## src/rtl/kci_pkg.sv

```systemverilog
// Shared types, constants and the cosine-ease table for the keyframe interpolator.
`default_nettype none

package kci_pkg;

  localparam int CAPACITY = 256;
  localparam int IDX_W    = $clog2(CAPACITY);
  localparam int CNT_W    = IDX_W + 1;
  localparam int TIME_W   = 31;
  localparam int PROP_W   = 8;
  localparam int VAL_W    = 32;
  localparam int FRAC_W   = 10;
  localparam int NUM_W    = 41;
  localparam int DEN_W    = 31;
  localparam int EASE_N   = 1001;
  localparam int SCALE    = 1000;
  localparam int K_MANT   = 13180600;

  // floor(2^36/125)+1 and floor(2^30/1000)+1, reciprocals for the blend scaling
  localparam logic [29:0] RCP125  = 30'd549755814;
  localparam logic [20:0] RCP1000 = 21'd1073742;

  localparam logic [1:0] CMD_CLEAR = 2'd0;
  localparam logic [1:0] CMD_ADD   = 2'd1;
  localparam logic [1:0] CMD_QUERY = 2'd2;
  localparam logic [1:0] CMD_SPARE = 2'd3;

  typedef enum logic [2:0] {
    ST_ADDED   = 3'd0,
    ST_FULL    = 3'd1,
    ST_CLEARED = 3'd2,
    ST_NOKEY   = 3'd3,
    ST_SINGLE  = 3'd4,
    ST_INTERP  = 3'd5,
    ST_BADGAP  = 3'd6
  } status_t;

  typedef struct packed {
    logic [1:0]              cmd;
    logic [TIME_W-1:0]       time_stamp;
    logic [PROP_W-1:0]       prop_id;
    logic signed [VAL_W-1:0] prop_value;
  } in_t;

  typedef struct packed {
    status_t                 status;
    logic signed [VAL_W-1:0] value_out;
  } out_t;

  typedef struct packed {
    logic [TIME_W-1:0]       tstamp;
    logic [PROP_W-1:0]       prop;
    logic signed [VAL_W-1:0] value;
  } entry_t;

  typedef enum logic [1:0] {
    SM_NONE = 2'd0,
    SM_SCAN = 2'd1,
    SM_BACK = 2'd2,
    SM_FWD  = 2'd3
  } search_mode_t;

  typedef enum logic [1:0] {
    DS_FRAC  = 2'd0,
    DS_RIGHT = 2'd1,
    DS_LEFT  = 2'd2
  } div_sel_t;

  typedef struct packed {
    search_mode_t mode;
    logic         init;
    logic         ld_num;
    logic         div_start;
    div_sel_t     div_sel;
    logic         ld_ease;
    logic         ld_prod;
    logic         res_load;
    status_t      res_status;
  } ctl_t;

  typedef struct packed {
    logic search_done;
    logic empty;
    logic has_l;
    logic has_r;
    logic gap_bad;
    logic div_done;
  } stat_t;

  typedef struct packed {
    logic [63:0] q;
    logic [7:0]  s;
  } rnd_t;

  function automatic rnd_t round24(input logic [63:0] v, input logic sticky);
    rnd_t        r;
    int          len;
    int          s;
    logic [63:0] q;
    logic [63:0] rm;
    logic [63:0] half;
    len = 0;
    for (int i = 0; i < 64; i++) begin
      if (v[i]) len = i + 1;
    end
    if (len <= 24) begin
      r.q = v;
      r.s = '0;
      return r;
    end
    s    = len - 24;
    q    = v >> s;
    rm   = v & ((64'd1 << s) - 64'd1);
    half = 64'd1 << (s - 1);
    if (rm > half || (rm == half && (sticky || q[0]))) q = q + 64'd1;
    if ((q >> 24) != 64'd0) begin
      q = q >> 1;
      s = s + 1;
    end
    r.q = q;
    r.s = 8'(s);
    return r;
  endfunction

  function automatic logic [63:0] fmul60(input logic [63:0] x, input logic [63:0] y);
    logic [127:0] p;
    p = {64'd0, x} * {64'd0, y};
    return p[123:60];
  endfunction

  function automatic logic [FRAC_W-1:0] ease_entry(input int f);
    rnd_t        r1;
    rnd_t        r2;
    logic [63:0] num;
    logic [63:0] quo;
    logic [63:0] a60;
    logic [63:0] b;
    logic [63:0] b2;
    logic [63:0] term;
    logic [63:0] sum;
    logic [63:0] sq;
    logic [63:0] hi;
    logic [63:0] lo;
    logic [63:0] v;
    logic        sticky;
    int          e;
    if (f == 0) return '0;
    r1     = round24(64'(f) * 64'(K_MANT), 1'b0);
    num    = r1.q << 40;
    quo    = num / 64'(SCALE);
    sticky = (num % 64'(SCALE)) != 64'd0;
    r2     = round24(quo, sticky);
    e      = int'(r1.s) + int'(r2.s) - 2;
    if (e >= 0) a60 = (e < 40) ? (r2.q << e) : 64'd0;
    else        a60 = (-e < 64) ? (r2.q >> (-e)) : 64'd0;
    b    = a60 >> 1;
    b2   = fmul60(b, b);
    sum  = b;
    term = b;
    for (int k = 1; k <= 20; k++) begin
      term = fmul60(term, b2) / 64'((2 * k) * (2 * k + 1));
      if (k[0]) sum = sum - term;
      else      sum = sum + term;
    end
    sq = fmul60(sum, sum);
    hi = sq >> 30;
    lo = sq & 64'h3FFF_FFFF;
    v  = (hi * 64'(SCALE) + ((lo * 64'(SCALE)) >> 30)) >> 30;
    if (v > 64'(SCALE)) v = 64'(SCALE);
    return v[FRAC_W-1:0];
  endfunction

  typedef logic [FRAC_W-1:0] ease_tab_t [EASE_N];

  function automatic ease_tab_t build_ease();
    ease_tab_t t;
    for (int i = 0; i < EASE_N; i++) begin
      t[i] = ease_entry(i);
    end
    return t;
  endfunction

  localparam ease_tab_t EASE_TAB = build_ease();

endpackage

`default_nettype wire

```

## src/rtl/kci_ctrl.sv

```systemverilog
// Query sequencer: seek, backward and forward search, divide and blend steps.
`default_nettype none

module kci_ctrl (
  input  logic           clk,
  input  logic           rst,
  input  logic           accept,
  input  logic [1:0]     cmd,
  input  kci_pkg::stat_t st,
  output kci_pkg::ctl_t  ctl,
  output logic           busy
);
  import kci_pkg::*;

  typedef enum logic [3:0] {
    S_IDLE,
    S_SCAN,
    S_BACK,
    S_FWD,
    S_EVAL,
    S_FMUL,
    S_DIVF,
    S_EASE,
    S_PROD,
    S_DIVR,
    S_DIVL,
    S_DONE
  } state_t;

  state_t state;
  state_t state_next;
  ctl_t   ctl_next;

  always_comb begin
    state_next = state;
    ctl_next   = '0;
    case (state)
      S_IDLE: begin
        if (accept && cmd == CMD_QUERY) begin
          state_next    = S_SCAN;
          ctl_next.init = 1'b1;
        end
      end
      S_SCAN: begin
        if (st.search_done) begin
          if (st.empty) begin
            state_next          = S_DONE;
            ctl_next.res_load   = 1'b1;
            ctl_next.res_status = ST_NOKEY;
          end else begin
            state_next    = S_BACK;
            ctl_next.init = 1'b1;
          end
        end
      end
      S_BACK: begin
        if (st.search_done) begin
          state_next    = S_FWD;
          ctl_next.init = 1'b1;
        end
      end
      S_FWD: begin
        if (st.search_done) state_next = S_EVAL;
      end
      S_EVAL: begin
        if (!st.has_l && !st.has_r) begin
          state_next          = S_DONE;
          ctl_next.res_load   = 1'b1;
          ctl_next.res_status = ST_NOKEY;
        end else if (!st.has_l || !st.has_r) begin
          state_next          = S_DONE;
          ctl_next.res_load   = 1'b1;
          ctl_next.res_status = ST_SINGLE;
        end else if (st.gap_bad) begin
          state_next          = S_DONE;
          ctl_next.res_load   = 1'b1;
          ctl_next.res_status = ST_BADGAP;
        end else begin
          state_next      = S_FMUL;
          ctl_next.ld_num = 1'b1;
        end
      end
      S_FMUL: begin
        state_next         = S_DIVF;
        ctl_next.div_start = 1'b1;
      end
      S_DIVF: begin
        if (st.div_done) begin
          state_next       = S_EASE;
          ctl_next.ld_ease = 1'b1;
        end
      end
      S_EASE: begin
        state_next       = S_PROD;
        ctl_next.ld_prod = 1'b1;
      end
      S_PROD: begin
        state_next         = S_DIVR;
        ctl_next.div_start = 1'b1;
      end
      S_DIVR: begin
        if (st.div_done) begin
          state_next         = S_DIVL;
          ctl_next.div_start = 1'b1;
        end
      end
      S_DIVL: begin
        if (st.div_done) begin
          state_next          = S_DONE;
          ctl_next.res_load   = 1'b1;
          ctl_next.res_status = ST_INTERP;
        end
      end
      S_DONE: begin
        state_next = S_IDLE;
      end
      default: begin
        state_next = S_IDLE;
      end
    endcase

    case (state_next)
      S_SCAN:  ctl_next.mode = SM_SCAN;
      S_BACK:  ctl_next.mode = SM_BACK;
      S_FWD:   ctl_next.mode = SM_FWD;
      default: ctl_next.mode = SM_NONE;
    endcase

    case (state_next)
      S_DIVR:  ctl_next.div_sel = DS_RIGHT;
      S_DIVL:  ctl_next.div_sel = DS_LEFT;
      default: ctl_next.div_sel = DS_FRAC;
    endcase
  end

  always_ff @(posedge clk) begin
    if (rst) begin
      state <= S_IDLE;
      ctl   <= '0;
    end else begin
      state <= state_next;
      ctl   <= ctl_next;
    end
  end

  assign busy = state != S_IDLE;

endmodule

`default_nettype wire

```

## config.mk

```make
export PLATFORM = sky130hd
export DESIGN_NAME = kci_ctrl
export DESIGN_NICKNAME = d
export VERILOG_FILES = /design/src/rtl/kci_pkg.sv /design/src/rtl/kci_ctrl.sv
export SDC_FILE = /design/constraint.sdc
export NUM_CORES = 1
export LEC_CHECK = 0
export BUFFER_PORTS_ARGS = -buffer_cell sky130_fd_sc_hd__buf_2
export CAP_MARGIN = 20
export CORE_UTILIZATION = 46
export CTS_CLUSTER_DIAMETER = 80
export DETAILED_ROUTE_END_ITERATION = 12
export GPL_TIMING_DRIVEN = 0
export HOLD_SLACK_MARGIN = 0.1
export PLACE_DENSITY_LB_ADDON = 0.05
export SETUP_SLACK_MARGIN = 0.2
export SYNTH_ARGS = -nofsm -noshare
export SYNTH_HDL_FRONTEND = slang
export SYNTH_SLANG_ARGS = --single-unit
```

## constraint.sdc

```tcl
create_clock -name clk -period 3 [get_ports clk]
set_clock_uncertainty 0.2 [all_clocks]
set_input_delay 0.45 -clock clk [delete_from_list [all_inputs] [get_ports clk]]
set_output_delay 0.45 -clock clk [all_outputs]
set_load 0.05 [all_outputs]
```

==> metrics.cfg, run 1 <==
[cts]
clock_path_buffers=2
postCtsSetupBuffers=0
cts_root_buf=clkbuf_4
cts.clk_slew.worst_paths_ns=0.09
clkSinkCount=17
numCtsBuffers=3
htreeDepth=1
cts_hold_buffers=0
cts_tree=done
clk-insertion-delay-late_ns=0.28
cts-resized-gates=0

[sta]
hold_viol_final=0
timing.final.crit_share=0.687
setup_tns_ns=0
max_freq_mhz=485
rsz0062_at_grt=no
maxSlewHeadroom=0.679
fin_crit_ns=2.06
finalSetupViolations=0
worst_slew_pin_slew_ns=0.480
drv_slew=0

[synth]
ys_top_cells_by_area=dfxtp_1 38%, nand2_1 4.7%, nor2_1 3.8%, a21oi_1 3.4%, nand2b_1 2.8%
synth.most_common_cell=dfxtp_1
synth_top_area_share=0.384
synth_area_um2=886
yosysTopAreaCell=dfxtp_1
ys.warnings.count=0
synth_edf_count=0
ys_async_sr_fraction=0
synth_common_cells=17 x dfxtp_1, 11 x nand2_1, 9 x nor2_1, 6 x a21oi_1, 4 x nand2b_1
synth_top_flop_cell=dfxtp_1
seq_area_frac_synth=0.384
ys_ff_latch=17
syn_inst=100
ys_types=44
synth_nets=111
avgSynthCellArea_um2=8.86

[setup_path]
endpoint_kind=output port
critPathMaxFanout=10
crit_required_ns=2.35
crit_type=reg2out
crit_start=state[0]
worstReg2RegStart=state[3]
worstSetupStartpointType=register
crit_arrival_ns=1.41

[job]
maxCapViolations=0

[pwr]
power_switching_mw=0.369
p_comb_frac=0.505
power_density_mw_per_mm2=777
sequentialPowerShare=0.352
p_leak_nw=0.446
intPower_mw=0.454
irDropWorstVdd_v=0.000431
clockPowerShare=0.143
swShare=0.448

[floorplanning]
rows=15
start_util=0.502
die_area_mm2=0.00211
top_level_ports=25
die_h_um=45.9
fp.dieW_um=45.9
core_mm2=0.00176

[route]
ant_nets=0
wirelength_um=1950
routedWlPerCell_um=12.9
drcViolationCount=0
drtIter0Drc=20
firstDrtPassIters=4
viasPerCell=5.35
vias=813

[placement]
hpwl_um=1460
port_buffers=23
gp_congestion=0.855
place_area_mm2=0.00103

[global_route]
track_usage=0.215
grt_max_degree=11
grt_pass1_vias=740
antenna_found_initial=0
overflow=0
grt_pass1_wl_um=3260

[final_layout]
area_delta_synth_final_pct=19.5
n_fill_cell=173
final_area_mm2=0.00106
drive_above_1_share=0.307
antenna_cells=0
layout.nets=139

[outcome]
status=completed

[hold_path]
worst_hold_path_type=in2reg
min-delay-start=st[1]

[worst max-delay path, cell delays in order (launching register included)]
cell and delay (ns):
dfxtp_1 0.48, buf_4 0.25, nor2_1 0.08, nand2_1 0.07, buf_2 0.26
[placed cells by master (no fill, tap or decap), types with 2 or more instances in the layout]
cell / n
a21oi_1: 6
and3_1: 2
inv_1: 3
a32oi_1: 2
clkbuf_4: 3
nor4_1: 2
dfxtp_1: 17
nor2_1: 9
clkbuf_1: 2
mux2i_1: 2
buf_4: 3
buf_2: 23
a31oi_1: 2
o21ai_0: 3
nor3_1: 2
nand2_1: 11
nand2b_1: 4
nor2b_1: 3
[per-stage QoR]
step	power [mW]	std cells	setup slack (ns)	util	hold slack [ns]
after floorplan	0.621	100	1.34	-	0.340
after global placement	0.703	148	1.23	0.585	0.401
after detailed placement	0.706	148	1.19	0.585	0.403
after CTS	0.823	152	0.953	0.600	0.242
after global routing	0.873	152	0.832	0.600	0.273
final	0.823	152	0.939	0.600	0.244
[layout make-up]
class | count | area, µm² | share of cell area
timing repair buffer | 23 | 115 | 0.109
inverter | 3 | 11.3 | 0.0106
clock buffer | 4 | 26.3 | 0.0248
multi-input combinational | 75 | 497 | 0.469
sequential | 17 | 340 | 0.322
tap | 25 | 31.3 | 0.0296
buffer | 5 | 37.5 | 0.0355
[path summary, 6_finish.rpt]
| check | slack, ns | end | cells after the start |
|---|---|---|---|
| min | 0.24 | ctl[9] | 4 |
| max reg2reg | 1.26 | ctl[7] | 6 |
| min reg2reg | 0.43 | ctl[9] | 3 |
| max | 0.94 | busy | 4 |
[per-layer routing]
layer  global-route usage  share of wire  wire [µm]
met2                0.361           0.49        958
met3               0.0595          0.054        106
met1                0.266           0.44        863
met5                    0              0          0
met4               0.0647          0.013         26
[cells by family after synthesis]
group / Yosys count / share of synthesized area
AND/OR/NAND/NOR: 47 / 0.326
AO/OA/AOI/OAI: 25 / 0.202
flip-flops: 17 / 0.384
buffers and inverters: 8 / 0.0551
multiplexers: 2 / 0.0226
XOR/XNOR: 1 / 0.00989
[power groups by stage]
stage	Clock [mW]	Combinational [mW]	Sequential, mW
floorplan	0	0.273	0.348
global placement	0	0.409	0.294
detailed placement	0	0.413	0.294
CTS	0.121	0.414	0.288
global route	0.130	0.450	0.294
finish	0.118	0.415	0.290
[flip-flops by register name, summed over array words and instances (netlist names)]
name,count
ctl,13
state,4
(Power assumes the default switching activity.)
==> run 2: changes to the inputs <==
- clock period: 3 -> 2 ns (I/O delays scaled with it)
==> metrics.cfg, run 2 (same netlist as run 1, synthesis figures left out) <==
[outcome]
status=completed

[setup_path]
ff2ff_path_depth=5  ; -1
crit_required_ns=2.04  ; -0.31 ns
worstSetupStartpointType=register
r2r_setup_slack_ns=0.28  ; -0.98 ns
worstSetupEndpoint=ctl[7]
r2r_end=ctl[7]
worstReg2RegStart=state[3]
crit_arrival_ns=1.75  ; +0.34 ns
critPathMaxFanout=5  ; -5
endpoint_kind=register
crit_start=state[3]
crit_type=reg2reg

[cts]
clock_path_buffers=2  ; unchanged
cts_root_buf=clkbuf_4
clk-insertion-delay-late_ns=0.28  ; about the same
cts_tree=done
clkSinkCount=17  ; unchanged
cts.clk_slew.worst_paths_ns=0.09  ; about the same
htreeDepth=1  ; unchanged
numCtsBuffers=3  ; unchanged

[pwr]
p_total_mw=1.29  ; +56%
irDropWorstVdd_v=0.000697  ; +62%
power_density_mw_per_mm2=1160  ; +50%
p_leak_nw=0.461  ; +3.4%

[global_route]
grt_pass1_vias=745  ; +0.68%
grt_max_degree=11  ; unchanged
antenna_found_initial=0  ; unchanged
track_usage=0.219  ; +0.00325
overflow=0  ; unchanged
grt_pass1_wl_um=3310  ; +1.5%

[sta]
hold_viol_final=0  ; unchanged
timing.final.crit_share=0.858
drv_slew=0  ; unchanged
maxSlewHeadroom=0.660  ; -0.0190
max_freq_mhz=583
finalSetupViolations=0  ; unchanged
rsz0062_at_grt=no
fin_crit_ns=1.72
worst_slew_pin_slew_ns=0.508  ; +0.0284 ns
setup_tns_ns=0  ; unchanged

[floorplanning]
fp.dieW_um=45.9  ; unchanged
start_util=0.502  ; unchanged
die_h_um=45.9  ; unchanged
die_area_mm2=0.00211  ; unchanged
rows=15  ; unchanged
core_mm2=0.00176  ; unchanged
top_level_ports=25  ; unchanged

[final_layout]
n_fill_cell=171  ; -1.2%
drive_above_1_share=0.341  ; +0.0340
top_register=ctl
regArea_um2=343  ; +0.74%
area_delta_synth_final_pct=24.9
largest_reg_flops=13  ; unchanged
antenna_cells=0  ; unchanged
final_common_cell=buf_2
final_cell_mix=22 x buf_2, 15 x dfxtp_1, 11 x nand2_1
fin_cells=154  ; +1.3%
layout.nets=141  ; +1.4%
reg_top3=ctl: 13 flops, state: 4 flops
final_area_mm2=0.00111  ; +4.5%
fin_util=0.627  ; +0.0270
multi_input_area_um2=507  ; +2.0%

[placement]
hpwl_um=1460  ; unchanged
place_inst=148  ; unchanged
gp_congestion=0.855  ; unchanged
port_buffers=23  ; unchanged
place_area_mm2=0.00103  ; unchanged

[route]
firstDrtPassIters=4  ; unchanged
vias=822  ; +1.1%
wirelength_um=2010  ; +2.9%
drtIter0Drc=16  ; -20%
drcViolationCount=0  ; unchanged
routedWlPerCell_um=13.1  ; +1.5%
ant_nets=0  ; unchanged
viasPerCell=5.34  ; -0.21%

[hold_path]
worst_hold_path_type=in2reg

[job]
maxCapViolations=0  ; unchanged

[run 2: changes by cell type in the layout (fill, tap and decap cells not counted), sizes merged]
cell         delta
buf             +1
dlygate4sd3     +1
[run 2: report_power, final]
part | switching (mW) | internal [mW] | total, mW
clock | 0.0995 | 0.0775 | 0.177
sequential | 0.0501 | 0.389 | 0.439
combinational | 0.416 | 0.255 | 0.670
total | 0.565 | 0.721 | 1.29
[run 2: layer usage]
metal | GRT usage | wire, µm | vias up
li1 | - | - | 422
met1 | 0.270 | 884 | 376
met2 | 0.366 | 1030 | 22
met3 | 0.0595 | 84 | 2
met4 | 0.0647 | 15 | 0
met5 | 0 | 0 | -
[run 2: worst min path at each step]
stage | startpoint | end | slack (ns) | cells after the start
floorplan | st[1] | ctl[9] | 0.25 | 3
global placement | st[1] | ctl[9] | 0.39 | 4
detailed placement | st[1] | ctl[9] | 0.40 | 4
CTS | st[0] | ctl[5] | 0.14 | 3
global route | st[0] | ctl[5] | 0.16 | 3
finish | st[0] | ctl[5] | 0.15 | 3
[run 2: layout make-up]
cell class | instances | share of cell area
Buffer | 5 | 0.0441
Timing Repair Buffer | 25 | 0.126
Tap cell | 25 | 0.0283
Multi-Input combinational cell | 75 | 0.458
Clock buffer | 4 | 0.0238
Sequential cell | 17 | 0.310
Inverter | 3 | 0.0102
[run 2: critical path, cell delays in order, from the launching register on]
cell	delay, ns
dfxtp_1	0.36
nor4b_2	0.52
a32oi_1	0.13
o221ai_2	0.12
and2_4	0.19
and3_1	0.14
[run 2: timing repair]
action / CTS / global route
resized for setup: 4 / 6
setup buffers: 0 / 1
hold endpoints to repair: 1 / 0
hold buffers: 1 / 0
endpoints found under the setup margin: 1 / 3
pin swaps: 0 / 1
[run 2: stage by stage]
stage / hold slack [ns] / worst slack, ns
final: 0.147 / 0.284
after global routing: 0.156 / 0.209
after CTS: 0.141 / 0.233
after detailed placement: 0.402 / 0.276
after global placement: 0.390 / 0.260
after floorplan: 0.250 / 0.428
==> run 3: changes to the inputs <==
- HOLD_SLACK_MARGIN: 0.1 -> 0.15
- SLEW_MARGIN: not set -> 25
==> metrics.cfg, run 3 (same netlist as run 1, synthesis figures left out) <==
[outcome]
status=completed

[setup_path]
crit_arrival_ns=1.72  ; -0.03 ns
r2r_end=ctl[7]
worstReg2RegStart=state[0]
endpoint_kind=register
worstSetupStartpointType=input pin
crit_type=in2reg
r2r_setup_slack_ns=0.28  ; about the same
critPathMaxFanout=3  ; -2
crit_required_ns=1.99  ; -0.05 ns
ff2ff_path_depth=5  ; unchanged

[placement]
place_inst=148  ; unchanged
hpwl_um=1460  ; unchanged
gp_congestion=0.855  ; unchanged
port_buffers=23  ; unchanged

[final_layout]
fin_cells=155  ; +0.65%
largest_reg_flops=13  ; unchanged
layout.nets=142  ; +0.71%
area_delta_synth_final_pct=27.4
regArea_um2=344  ; +0.36%
multi_input_area_um2=518  ; +2.2%
drive_above_1_share=0.362  ; +0.0205
reg_top3=ctl: 13 flops, state: 4 flops
antenna_cells=0  ; unchanged
n_fill_cell=168  ; -1.8%
final_cell_mix=22 x buf_2, 14 x dfxtp_1, 11 x nand2_1
final_common_cell=buf_2
top_register=ctl

[sta]
timing.final.crit_share=0.864  ; +0.00588
hold_viol_final=0  ; unchanged
max_freq_mhz=579  ; -0.68%
rsz0062_at_grt=no
drv_slew=0  ; unchanged
fin_crit_ns=1.73  ; +0.0118 ns
finalSetupViolations=0  ; unchanged
worst_slew_pin_slew_ns=0.514  ; +0.00590 ns
setup_tns_ns=0  ; unchanged
maxSlewHeadroom=0.656  ; -0.00395

[pwr]
irDropWorstVdd_v=0.000699  ; +0.29%
power_density_mw_per_mm2=1150  ; -1.0%
p_total_mw=1.30  ; +1.0%
p_leak_nw=0.466  ; +1.2%

[cts]
clk-insertion-delay-late_ns=0.28  ; about the same
clock_path_buffers=2  ; unchanged
numCtsBuffers=3  ; unchanged
clkSinkCount=17  ; unchanged
cts_tree=done
cts_root_buf=clkbuf_4
htreeDepth=1  ; unchanged
cts.clk_slew.worst_paths_ns=0.09  ; about the same

[global_route]
grtUsageMet3=0.0595  ; unchanged
met1_usage=0.270  ; unchanged
grt_util_met2=0.369  ; +0.00282
gr-max-usage-layer=met2
grt_max_degree=11  ; unchanged
antenna_found_initial=0  ; unchanged
track_usage=0.220  ; +0.000813
grt_pass1_vias=749  ; +0.54%
grt_pass1_wl_um=3330  ; +0.39%
overflow=0  ; unchanged

[job]
maxCapViolations=0  ; unchanged

[hold_path]
min-delay-start=st[2]
worst_hold_path_type=in2reg
min_to=ctl[0]
whs_path_depth=4  ; +1

[route]
viasPerCell=5.46  ; +2.4%
drtIter0Drc=14  ; -2
vias=847  ; +3.0%
drcViolationCount=0  ; unchanged
routedWlPerCell_um=13.5  ; +3.2%
wirelength_um=2090  ; +3.9%
ant_nets=0  ; unchanged
firstDrtPassIters=4  ; unchanged

[floorplanning]
die_area_mm2=0.00211  ; unchanged
fp.dieW_um=45.9  ; unchanged
start_util=0.502  ; unchanged
core_mm2=0.00176  ; unchanged
rows=15  ; unchanged
die_h_um=45.9  ; unchanged
top_level_ports=25  ; unchanged

==> run 3: how the worst max path moves through the flow <==
stage | from | end | slack (ns) | cells past startpoint
5_1_grt | st[0] | ctl[6] | 0.21 | 7
3_3_place_gp | state[3] | ctl[6] | 0.26 | 5
2_1_floorplan | state[3] | ctl[7] | 0.43 | 6
4_1_cts | state[3] | busy | 0.23 | 4
6_report | st[0] | ctl[7] | 0.27 | 6
3_5_place_dp | state[3] | ctl[6] | 0.28 | 5
==> run 3: routing by layer <==
layer  up-vias  part of all wire
li1        423                 -
met1       390              0.43
met2        32              0.51
met3         2             0.047
met4         0            0.0077
met5         -                 0
==> run 3: cell type report <==
type                    count  share of cell area
multi-input cells          75               0.459
flip-flops and latches     17               0.305
repair buffers             26               0.132
plain buffers               5              0.0432
well taps                  25              0.0277
clock buffers               4              0.0233
inverters                   3             0.00998
==> run 3: timing repair <==
action,in CTS,in global routing
hold buffers,2,0
gates resized for setup,4,9
setup endpoints to repair,1,4
pin swaps,0,4
buffers inserted,0,1
hold endpoints to repair,2,0
==> run 3: stage by stage <==
step	hold WS (ns)	area (µm²)	setup WS (ns)	util
finish	0.164	1130	0.272	0.640
global route	0.177	1130	0.206	0.640
CTS	0.155	1090	0.233	0.617
floorplan	0.250	886	0.428	-
detailed placement	0.402	1030	0.276	0.585
global placement	0.390	1030	0.260	0.585
==> run 3: worst max-delay path, stage by stage <==
cell and delay (ns):
dlygate4sd3_1 0.53, buf_2 0.15, a32oi_1 0.23, o221ai_2 0.16, and2_4 0.19, and3_1 0.16
==> run 3: power by group <==
part / leakage (nW) / internal (mW) / switching [mW]
registers: 0.139 / 0.389 / 0.0533
clock network: 0.0150 / 0.0775 / 0.0985
logic: 0.312 / 0.259 / 0.421
total: 0.466 / 0.726 / 0.573
